<file path="src/rtl/cdbd_pkg.sv">
// ----------------------------------------------------------------------------
// cdbd_pkg
// Shared types and constants for the calendar days-between-dates block.
// ----------------------------------------------------------------------------
package cdbd_pkg;

    // supported year range and calendar constants
    localparam logic [11:0] YEAR_MIN   = 12'd1900;
    localparam logic [11:0] YEAR_MAX   = 12'd2100;
    localparam logic [3:0]  MONTH_JAN  = 4'd1;
    localparam logic [3:0]  MONTH_FEB  = 4'd2;
    localparam logic [3:0]  MONTH_APR  = 4'd4;
    localparam logic [3:0]  MONTH_JUN  = 4'd6;
    localparam logic [3:0]  MONTH_SEP  = 4'd9;
    localparam logic [3:0]  MONTH_NOV  = 4'd11;
    localparam logic [3:0]  MONTH_DEC  = 4'd12;
    localparam logic [4:0]  DAYS_LONG  = 5'd31;
    localparam logic [4:0]  DAYS_SHORT = 5'd30;
    localparam logic [4:0]  DAYS_FEB   = 5'd28;
    localparam logic [4:0]  DAYS_FEB_L = 5'd29;

    // result status codes
    localparam logic [1:0] STATUS_OK      = 2'd0;
    localparam logic [1:0] STATUS_INVALID = 2'd1;
    localparam logic [1:0] STATUS_ORDER   = 2'd2;

    typedef struct packed {
        logic [5:0]  entry_day;
        logic [3:0]  entry_month;
        logic [11:0] entry_year;
        logic [5:0]  exit_day;
        logic [3:0]  exit_month;
        logic [11:0] exit_year;
    } in_t;

    typedef struct packed {
        logic [1:0]  status;
        logic [16:0] day_count;
    } out_t;

    typedef enum logic [2:0] {
        ST_IDLE,
        ST_CHK_ENTRY,
        ST_CHK_EXIT,
        ST_WALK,
        ST_DONE
    } state_t;

endpackage

</file>
<file path="src/rtl/calendar_days_between_dates.sv">
// ----------------------------------------------------------------------------
// calendar_days_between_dates
// Checks two dates and counts the days between them by walking months.
// ----------------------------------------------------------------------------
// An item goes from acceptance through the entry check, the exit check and
// a walk over M months, where M is the number of months walked from the entry
// month to the exit month (0 to 2411), to a result in the output register; an
// invalid or misordered pair skips the walk. The time is set by the month walk:
// a single month-length unit checks the entry date, then the exit date, then
// adds one month length per cycle. The block takes one item at a time and
// is not ready until the result has been loaded into the output register.
// ----------------------------------------------------------------------------
module calendar_days_between_dates (
    input  logic            clk,
    input  logic            rst_n,
    input  logic            in_valid,
    output logic            in_ready,
    input  cdbd_pkg::in_t   in_data,
    output logic            out_valid,
    input  logic            out_ready,
    output cdbd_pkg::out_t  out_data
);

    cdbd_pkg::state_t state_reg, state_next;
    cdbd_pkg::in_t    item_reg, item_next;
    logic             entry_ok_reg, entry_ok_next;
    logic [3:0]       cur_month_reg, cur_month_next;
    logic [11:0]      cur_year_reg, cur_year_next;
    logic [16:0]      acc_reg, acc_next;
    logic [1:0]       res_status_reg, res_status_next;
    logic [16:0]      res_count_reg, res_count_next;
    logic             out_valid_reg, out_valid_next;
    cdbd_pkg::out_t   out_data_reg, out_data_next;

    logic [3:0]  unit_month;
    logic [11:0] unit_year;
    logic [4:0]  unit_days;
    logic [5:0]  chk_day;
    logic        date_ok;
    logic        exit_later;

    // shared month length unit
    cdbd_month_len u_month_len (
        .month (unit_month),
        .year  (unit_year),
        .days  (unit_days)
    );

    // operand select for the shared unit
    always_comb
    begin
        unique case (state_reg)
            cdbd_pkg::ST_CHK_ENTRY:
            begin
                unit_month = item_reg.entry_month;
                unit_year  = item_reg.entry_year;
                chk_day    = item_reg.entry_day;
            end
            cdbd_pkg::ST_CHK_EXIT:
            begin
                unit_month = item_reg.exit_month;
                unit_year  = item_reg.exit_year;
                chk_day    = item_reg.exit_day;
            end
            default:
            begin
                unit_month = cur_month_reg;
                unit_year  = cur_year_reg;
                chk_day    = item_reg.exit_day;
            end
        endcase
    end

    // date validity for the date on the unit
    assign date_ok = (unit_year >= cdbd_pkg::YEAR_MIN) && (unit_year <= cdbd_pkg::YEAR_MAX)
                     && (unit_month >= cdbd_pkg::MONTH_JAN)
                     && (unit_month <= cdbd_pkg::MONTH_DEC)
                     && (chk_day != 6'd0) && (chk_day <= {1'b0, unit_days});

    // exit strictly later: year, month, day compared as one key
    assign exit_later = {item_reg.entry_year, item_reg.entry_month, item_reg.entry_day}
                        < {item_reg.exit_year, item_reg.exit_month, item_reg.exit_day};

    // sequencer
    always_comb
    begin
        state_next      = state_reg;
        item_next       = item_reg;
        entry_ok_next   = entry_ok_reg;
        cur_month_next  = cur_month_reg;
        cur_year_next   = cur_year_reg;
        acc_next        = acc_reg;
        res_status_next = res_status_reg;
        res_count_next  = res_count_reg;
        out_data_next   = out_data_reg;
        out_valid_next  = out_valid_reg && !out_ready;
        in_ready        = 1'b0;

        unique case (state_reg)
            cdbd_pkg::ST_IDLE:
            begin
                in_ready = 1'b1;
                if (in_valid)
                begin
                    item_next  = in_data;
                    state_next = cdbd_pkg::ST_CHK_ENTRY;
                end
            end
            cdbd_pkg::ST_CHK_ENTRY:
            begin
                entry_ok_next = date_ok;
                state_next    = cdbd_pkg::ST_CHK_EXIT;
            end
            cdbd_pkg::ST_CHK_EXIT:
            begin
                priority if (!(entry_ok_reg && date_ok))
                begin
                    res_status_next = cdbd_pkg::STATUS_INVALID;
                    res_count_next  = 17'd0;
                    state_next      = cdbd_pkg::ST_DONE;
                end
                else if (!exit_later)
                begin
                    res_status_next = cdbd_pkg::STATUS_ORDER;
                    res_count_next  = 17'd0;
                    state_next      = cdbd_pkg::ST_DONE;
                end
                else
                begin
                    cur_month_next = item_reg.entry_month;
                    cur_year_next  = item_reg.entry_year;
                    acc_next       = {11'd0, item_reg.exit_day};
                    state_next     = cdbd_pkg::ST_WALK;
                end
            end
            cdbd_pkg::ST_WALK:
            begin
                // stop on the exit month, else add this month and step on
                if ((cur_month_reg == item_reg.exit_month) && (cur_year_reg == item_reg.exit_year))
                begin
                    res_status_next = cdbd_pkg::STATUS_OK;
                    res_count_next  = acc_reg - {11'd0, item_reg.entry_day};
                    state_next      = cdbd_pkg::ST_DONE;
                end
                else
                begin
                    acc_next = acc_reg + {12'd0, unit_days};
                    if (cur_month_reg == cdbd_pkg::MONTH_DEC)
                    begin
                        cur_month_next = cdbd_pkg::MONTH_JAN;
                        cur_year_next  = cur_year_reg + 12'd1;
                    end
                    else
                    begin
                        cur_month_next = cur_month_reg + 4'd1;
                    end
                end
            end
            cdbd_pkg::ST_DONE:
            begin
                // load the output register once it is free
                if (!out_valid_reg || out_ready)
                begin
                    out_data_next.status    = res_status_reg;
                    out_data_next.day_count = res_count_reg;
                    out_valid_next          = 1'b1;
                    state_next              = cdbd_pkg::ST_IDLE;
                end
            end
            default:
            begin
                state_next = cdbd_pkg::ST_IDLE;
            end
        endcase
    end

    // control registers
    always_ff @(posedge clk or negedge rst_n)
    begin
        if (!rst_n)
        begin
            state_reg     <= cdbd_pkg::ST_IDLE;
            out_valid_reg <= 1'b0;
        end
        else
        begin
            state_reg     <= state_next;
            out_valid_reg <= out_valid_next;
        end
    end

    // datapath registers
    always_ff @(posedge clk)
    begin
        item_reg       <= item_next;
        entry_ok_reg   <= entry_ok_next;
        cur_month_reg  <= cur_month_next;
        cur_year_reg   <= cur_year_next;
        acc_reg        <= acc_next;
        res_status_reg <= res_status_next;
        res_count_reg  <= res_count_next;
        out_data_reg   <= out_data_next;
    end

    assign out_valid = out_valid_reg;
    assign out_data  = out_data_reg;

endmodule

</file>
<file path="src/rtl/cdbd_month_len.sv">
// ----------------------------------------------------------------------------
// cdbd_month_len
// Month length unit: days in a given month of a given year, Gregorian rule.
// ----------------------------------------------------------------------------
module cdbd_month_len (
    input  logic [3:0]  month,
    input  logic [11:0] year,
    output logic [4:0]  days
);

    logic leap;

    // leap rule inside 1900..2100: divisible by 4, except the two century
    // years that are not divisible by 400
    assign leap = (year[1:0] == 2'b00) && (year != cdbd_pkg::YEAR_MIN)
                  && (year != cdbd_pkg::YEAR_MAX);

    // month length lookup
    always_comb
    begin
        unique case (month)
            cdbd_pkg::MONTH_FEB: days = leap ? cdbd_pkg::DAYS_FEB_L : cdbd_pkg::DAYS_FEB;
            cdbd_pkg::MONTH_APR,
            cdbd_pkg::MONTH_JUN,
            cdbd_pkg::MONTH_SEP,
            cdbd_pkg::MONTH_NOV: days = cdbd_pkg::DAYS_SHORT;
            default:             days = cdbd_pkg::DAYS_LONG;
        endcase
    end

endmodule

</file>
<file path="config.mk">
export PLATFORM = sky130hd
export DESIGN_NAME = calendar_days_between_dates
export DESIGN_NICKNAME = d
export VERILOG_FILES = /design/src/rtl/cdbd_pkg.sv /design/src/rtl/calendar_days_between_dates.sv /design/src/rtl/cdbd_month_len.sv
export SDC_FILE = /design/constraint.sdc
export NUM_CORES = 1
export LEC_CHECK = 0
export ABC_AREA = 0
export BUFFER_PORTS_ARGS = -buffer_cell sky130_fd_sc_hd__buf_2
export CORE_UTILIZATION = 57
export CTS_BUF_LIST = sky130_fd_sc_hd__clkbuf_4
export DETAILED_ROUTE_END_ITERATION = 10
export PLACE_DENSITY = 0.78
export SLEW_MARGIN = 20
export SYNTH_ARGS = -nofsm -noshare
export SYNTH_HDL_FRONTEND = slang
export SYNTH_SLANG_ARGS = --single-unit
</file>
<file path="constraint.sdc">
create_clock -name clk -period 6.73 [get_ports clk]
set_input_delay 0.3365 -clock clk [delete_from_list [all_inputs] [get_ports clk]]
set_output_delay 0.3365 -clock clk [all_outputs]
set_load 0.01 [all_outputs]
</file>
; Word level (Yosys, flattened, before mapping)
; Index checks and enable logic that the tools add are counted.
[totals]
word_cells = 108
in_bits = 48
out_inout_bits = 21
regBits = 120
[classes]
add_sub_neg = 4
reduce_logical = 24
magnitude_cmp = 6
mux = 36
eq_ne = 22
[op_table]
columns = operator, n
row1 = 17-bit two-way mux, 6
row2 = 17-bit case mux with 2 select lines, 2
row3 = 12-bit two-way mux, 4
row4 = 12-bit case mux with 2 select lines, 2
row5 = 22-bit < comparator, 1
row6 = 17-bit by 5-bit adder with 17-bit output, 1
row7 = 17-bit by 6-bit subtractor with 17-bit output, 1
row8 = 4-bit two-way mux, 4
row9 = 4-bit case mux with 2 select lines, 2
row10 = 3-bit two-way mux, 5
row11 = 3-bit case mux with 5 select lines, 1
row12 = 2-bit != test (second input constant), 7
row13 = 12-bit by 1-bit adder with 12-bit output (second input constant), 1
row14 = 12-bit equality test, 1
row15 = 4-bit equality test (second input constant), 3
row16 = 12-bit by 11-bit greater-or-equal comparator with 1-bit output (second input constant), 1
row17 = 12-bit less-or-equal comparator (second input constant), 1
row18 = 12-bit by 11-bit != test with 1-bit output (second input constant), 1
row19 = 12-bit != test (second input constant), 1
row20 = 1-bit logical AND, 10
row21 = 5-bit case mux with 2 select lines, 1
row22 = 4-bit by 3-bit equality test with 1-bit output (second input constant), 2
row23 = 3-bit by 2-bit equality test with 1-bit output (second input constant), 2
row24 = 6-bit by 5-bit less-or-equal comparator with 1-bit output, 1
row25 = other kinds (23), 31

; Logic depth before layout (Yosys ltp)
[logic_depth]
word_depth = 12
mapped_depth = 18
ltp_nobuf = 16

; Modules after synthesis
; Synthesis repeated with hierarchy kept, for this count alone.
[hier_totals]
hier_cells = 639
area_unflattened_um2 = 6845.3
[modules_own_cells]
columns = module, instances, cells_each, area_each_um2, seq_area_each_um2
row1 = calendar_days_between_dates, 1, 622, 6721.4, 3583.4
row2 = cdbd_month_len, 1, 17, 123.9, 0.0

; Least setup slack after synthesis
; No wires, ideal clock.
[synth_path]
kind = register to register
start = register state_reg[0]
end = register acc_reg[0] (enable)
setup_time_ns = 0.378
setup_slack_ns = 2.856
stages_incl_launch_ff = 17
path_buffers = 2
arrival_ns = 3.497
synth_period_minus_slack_ns = 3.874
required_time_ns = 6.352
cell_sequence = dfrtp_1 -> buf_4 -> nor2b_1 -> buf_2 -> a221o_1 -> a21oi_1 -> nand3b_1 -> nand2b_1 -> inv_1 -> ha_1 -> nor2b_1 -> o21ai_0 -> o41ai_1 -> a41oi_1 -> nand3_1 -> a2111o_1 -> nand2_1
[synth_via]
elab_chain_len = 12
elab_cells_between_ends = 36
classes_between = order compare (5) / eq/ne (13) / mux (5) / reduce/logical (13)
[synth_lines]
columns = item, line_no
row1 = "start, declared", calendar_days_between_dates.sv:24  ; cdbd_pkg::state_t state_reg, state_next;
row2 = "start signal, assigned", calendar_days_between_dates.sv:182  ; state_reg <= cdbd_pkg::ST_IDLE;
row3 = "start signal, assigned", calendar_days_between_dates.sv:187  ; state_reg <= state_next;
row4 = 3-bit by 2-bit equality test with 1-bit output or 3-bit by 1-bit equality test with 1-bit output (tied branches), "calendar_days_between_dates.sv:52, calendar_days_between_dates.sv:99"
row5 = 12-bit case mux with 2 select lines, calendar_days_between_dates.sv:52  ; unique case (state_reg)
row6 = 12-bit by 11-bit != test with 1-bit output or 2-bit logical NOT (tied branches), cdbd_month_len.sv:15  ; assign leap = (year[1:0] == 2'b00) && (year != cdbd_pkg::YEAR_MIN)
row7 = 1-bit logical AND, cdbd_month_len.sv:15
row8 = 1-bit logical AND, cdbd_month_len.sv:16  ; && (year != cdbd_pkg::YEAR_MAX);
row9 = 1-bit two-way mux, cdbd_month_len.sv:22  ; cdbd_pkg::MONTH_FEB: days = leap ? cdbd_pkg::DAYS_FEB_L : cdbd_pkg::DAYS_FEB;
row10 = 5-bit case mux with 2 select lines, cdbd_month_len.sv:21  ; unique case (month)
row11 = 6-bit by 5-bit less-or-equal comparator with 1-bit output, calendar_days_between_dates.sv:78  ; && (chk_day != 6'd0) && (chk_day <= {1'b0, unit_days});
row12 = 1-bit logical AND, calendar_days_between_dates.sv:78
row13 = 1-bit logical AND, calendar_days_between_dates.sv:116  ; priority if (!(entry_ok_reg && date_ok))
row14 = 2-bit != test (no line), -
row15 = 4-bit AND reduction (no line) *, -
row16 = "end signal, assigned", calendar_days_between_dates.sv:199  ; acc_reg <= acc_next;
row17 = "end, declared", calendar_days_between_dates.sv:29  ; logic [16:0] acc_reg, acc_next;
; Mark *: on every way between the ends. The rest lies on a longest branch, timed or not.
; A chain may end at the register's enable or synchronous reset.

; Final worst setup path
[layout_path]
start = register state_reg[1]
end = register acc_reg[1] (enable)
; Same word-level chain as after synthesis.

==> impl_metrics.env <==
export IMPL_outcome="completed"
export IMPL_gp_congestion=0.911
export IMPL_maxCapViolCount=0
export IMPL_cpPeakStageDelay_ns=0.89
export IMPL_final_common_cell="edfxtp_1"
export IMPL_grt_antenna_before_repair=0
export IMPL_cp_num_buf_inv=1
export IMPL_dp_cells=796
export IMPL_switching_share=0.372
export IMPL_crit_chain="nor2_1 -> a221o_1 -> a21oi_1 -> nand3b_1 -> nand2b_1 -> inv_1 -> ha_1 -> nor2b_1 -> o21ai_0 -> o41ai_1 -> a41oi_1 -> nand3_1 -> a2111o_1 -> nand2_1"
export IMPL_clk_latency_ns=0.53
export IMPL_crit_fanout=25
export IMPL_ys_flop_type="edfxtp_1"
export IMPL_ys_seq_elements=120
export IMPL_htreeDepth=4
export IMPL_power_total_uw=2740
export IMPL_wl_per_cell_um=16.7
export IMPL_place_area_um2=7080
export IMPL_first_iter_violations=383
export IMPL_cellPowerDensity_nw_per_um2=350
export IMPL_fp_dieH_um=110
export IMPL_endpoint_kind="register"
export IMPL_area_delta_synth_final_pct=17.3
export IMPL_dp_hpwl_um=10200
export IMPL_grt_usage=0.256
export IMPL_grt_ovfl_total=0
export IMPL_synthDistinctLibCells=61
export IMPL_yosys_warnings=0
export IMPL_criticalPathCategory="register to register"
export IMPL_fin_crit_ns=4.99
export IMPL_first_pass_iters=6
export IMPL_intPower_uw=1720
export IMPL_worstMarginPinSlew_ns=1.01
export IMPL_layout_drive_gt1_share=0.148
export IMPL_p_leak_uw=0.00309
export IMPL_peakVddDrop_v=0.000349
export IMPL_critical_path_arrival_ns=5.14
export IMPL_synth_cells=611
export IMPL_ys_seq_area_frac=0.536
export IMPL_tns_ns=0
export IMPL_postLayoutSetupSlackWorst_ns=1.74
export IMPL_dieArea_um2=12200
export IMPL_async_reset_ff_frac=0.0333
export IMPL_grt_pass1_vias=4812
export IMPL_hold_viol_final=0
export IMPL_layoutNonFillerInstCount=872
export IMPL_syn_area_per_cell_um2=10.9
export IMPL_drv_slew=0
export IMPL_rsz0062_at_grt="no"
export IMPL_clk_pin_slew_worst_paths_ns=0.10
export IMPL_start_util=0.586
export IMPL_grt_max_degree=63
export IMPL_grt_first_pass_wirelength_um=23000
export IMPL_num_io_pins=69
export IMPL_vias=5024
export IMPL_dp_slack_ns=1.77
export IMPL_comb_power_share=0.351
export IMPL_num_nets_final=801
export IMPL_mostFrequentLayoutCells="116 x edfxtp_1, 68 x buf_2, 51 x nor2_1, 50 x nand2_1"
export IMPL_synth_area_um2=6690
export IMPL_slowest_stage="dfrtp_1"
export IMPL_synth_nets=695
export IMPL_largest_reg_flops=44
export IMPL_wl_um=14600
export IMPL_fmax_ghz=0.201
export IMPL_cp_top_family="simple AND/OR/NAND/NOR gates"
export IMPL_cts_tree="built"
export IMPL_core_um2=11400
export IMPL_drcViolationCount=0
export IMPL_antenna_cells=0
export IMPL_finish_instance_area_um2=7840
export IMPL_die_w_um=110
export IMPL_finalCritPeriodShare=0.741
export IMPL_num_rows=39
export IMPL_synth_edf_count=116
export IMPL_numClockSinks=120
export IMPL_required_ns=6.88
export IMPL_clock_path_buffers=2
export IMPL_ant_nets=0
export IMPL_port_buffers=68
export IMPL_skew_ns=0.0173
export IMPL_setup_viol=0
export IMPL_root_buffer="clkbuf_4"
export IMPL_worstHoldPathType="input pin to register"
export IMPL_worst_setup_path_start_kind="register"
export IMPL_numCtsBuffers=17
export IMPL_pwr_share_seq=0.444
export IMPL_slew_headroom=0.329
export IMPL_power_switching_uw=1020
export IMPL_clock_power_share=0.206
export IMPL_vias_per_cell=5.76
==> worst min-delay path: stages <==
cell	delay [ns]
buf_2	0.07
nand2b_1	0.14
nand2_1	0.06
==> worst paths after layout <==
| path | slack (ns) | depth (start not counted) | endpoint | start |
|---|---|---|---|---|
| min in group asynchronous | 0.13 | 2 | state_reg[2] | rst_n |
| min | 0.12 | 3 | out_valid | out_ready |
| max reg2reg | 1.74 | 14 | acc_reg[1] | state_reg[1] |
| max | 1.74 | 14 | acc_reg[1] | state_reg[1] |
| max in group asynchronous | 6.45 | 2 | state_reg[0] | rst_n |
| min reg2reg | 0.42 | 0 | out_data[4] | res_count_reg[4] |
==> through the flow <==
stage                     hold slack [ns]   util
after floorplan                    0.0409      -
after global placement              0.151  0.620
after detailed placement            0.158  0.620
after CTS                          0.0966  0.687
after global routing                0.131  0.687
final                               0.120  0.687
==> power groups by stage <==
stage | Clock [µW] | Combinational, µW | Sequential (µW)
2_1_floorplan | 0 | 774 | 1150
3_3_place_gp | 0 | 886 | 1220
3_5_place_dp | 0 | 928 | 1230
4_1_cts | 569 | 957 | 1210
5_1_grt | 600 | 1080 | 1240
6_report | 564 | 963 | 1220
==> cell families after synthesis <==
| kind of cell | share of synthesized area |
|---|---|
| adder cells (fa/ha/maj) | 0.0696 |
| multiplexers | 0.0108 |
| AND/OR/NAND/NOR | 0.149 |
| AO/OA/AOI/OAI | 0.125 |
| flip-flops | 0.536 |
| XOR/XNOR | 0.0602 |
| buffers and inverters | 0.0492 |
==> Yosys cell counts (all sizes together), types with 2 or more instances <==
cell    number  area [µm²]
a221o        6        60.1
edfxtp     116        3480
buf         12        88.8
and2        12        75.1
xnor2       12         105
dfrtp        4         100
nand3       18        90.1
a22oi        3        22.5
nor4         5        31.3
mux2i        6        72.6
ha          34         425
inv         47         176
nand4        9        56.3
and3         5        31.3
nor3        11        55.1
nand3b       4        30.0
or3          3        18.8
nor2b       15        93.8
nor2        51         191
a221oi       2        23.8
a21oi       28         144
nand4b       2        17.5
o211ai       5        42.5
a211oi       4        30.0
o221ai       6        52.6
a22o         7        61.3
clkbuf      17        63.8
o21a         4        30.0
xor2        34         298
o21ai       38         190
or4          5        37.5
a31oi        3        18.8
o31ai        5        37.5
fa           2        40.0
nand2b       8        50.1
nand2       50         188
==> cell type report <==
cell class                      count  area [µm²]
Clock inverter                     14         181
Inverter                           47         176
Tap cell                          143         179
Timing Repair Buffer              116         813
Sequential cell                   120        3580
Fill cell                         839        3570
Multi-Input combinational cell    415        2780
Clock buffer                       17         128
==> layer usage <==
layer / GRT usage / share of wire / routed length, µm
met3: 0.0653 / 0.078 / 1130
met2: 0.410 / 0.47 / 6800
met1: 0.335 / 0.43 / 6280
met5: 0 / 0 / 0
met4: 0.0949 / 0.023 / 340
==> what timing repair did <==
item,CTS,global route
endpoints found under the hold margin,48,0
hold buffers,45,0
gates resized for setup,0,0
buffers inserted,0,0
Power figures use the tool's default switching activity.
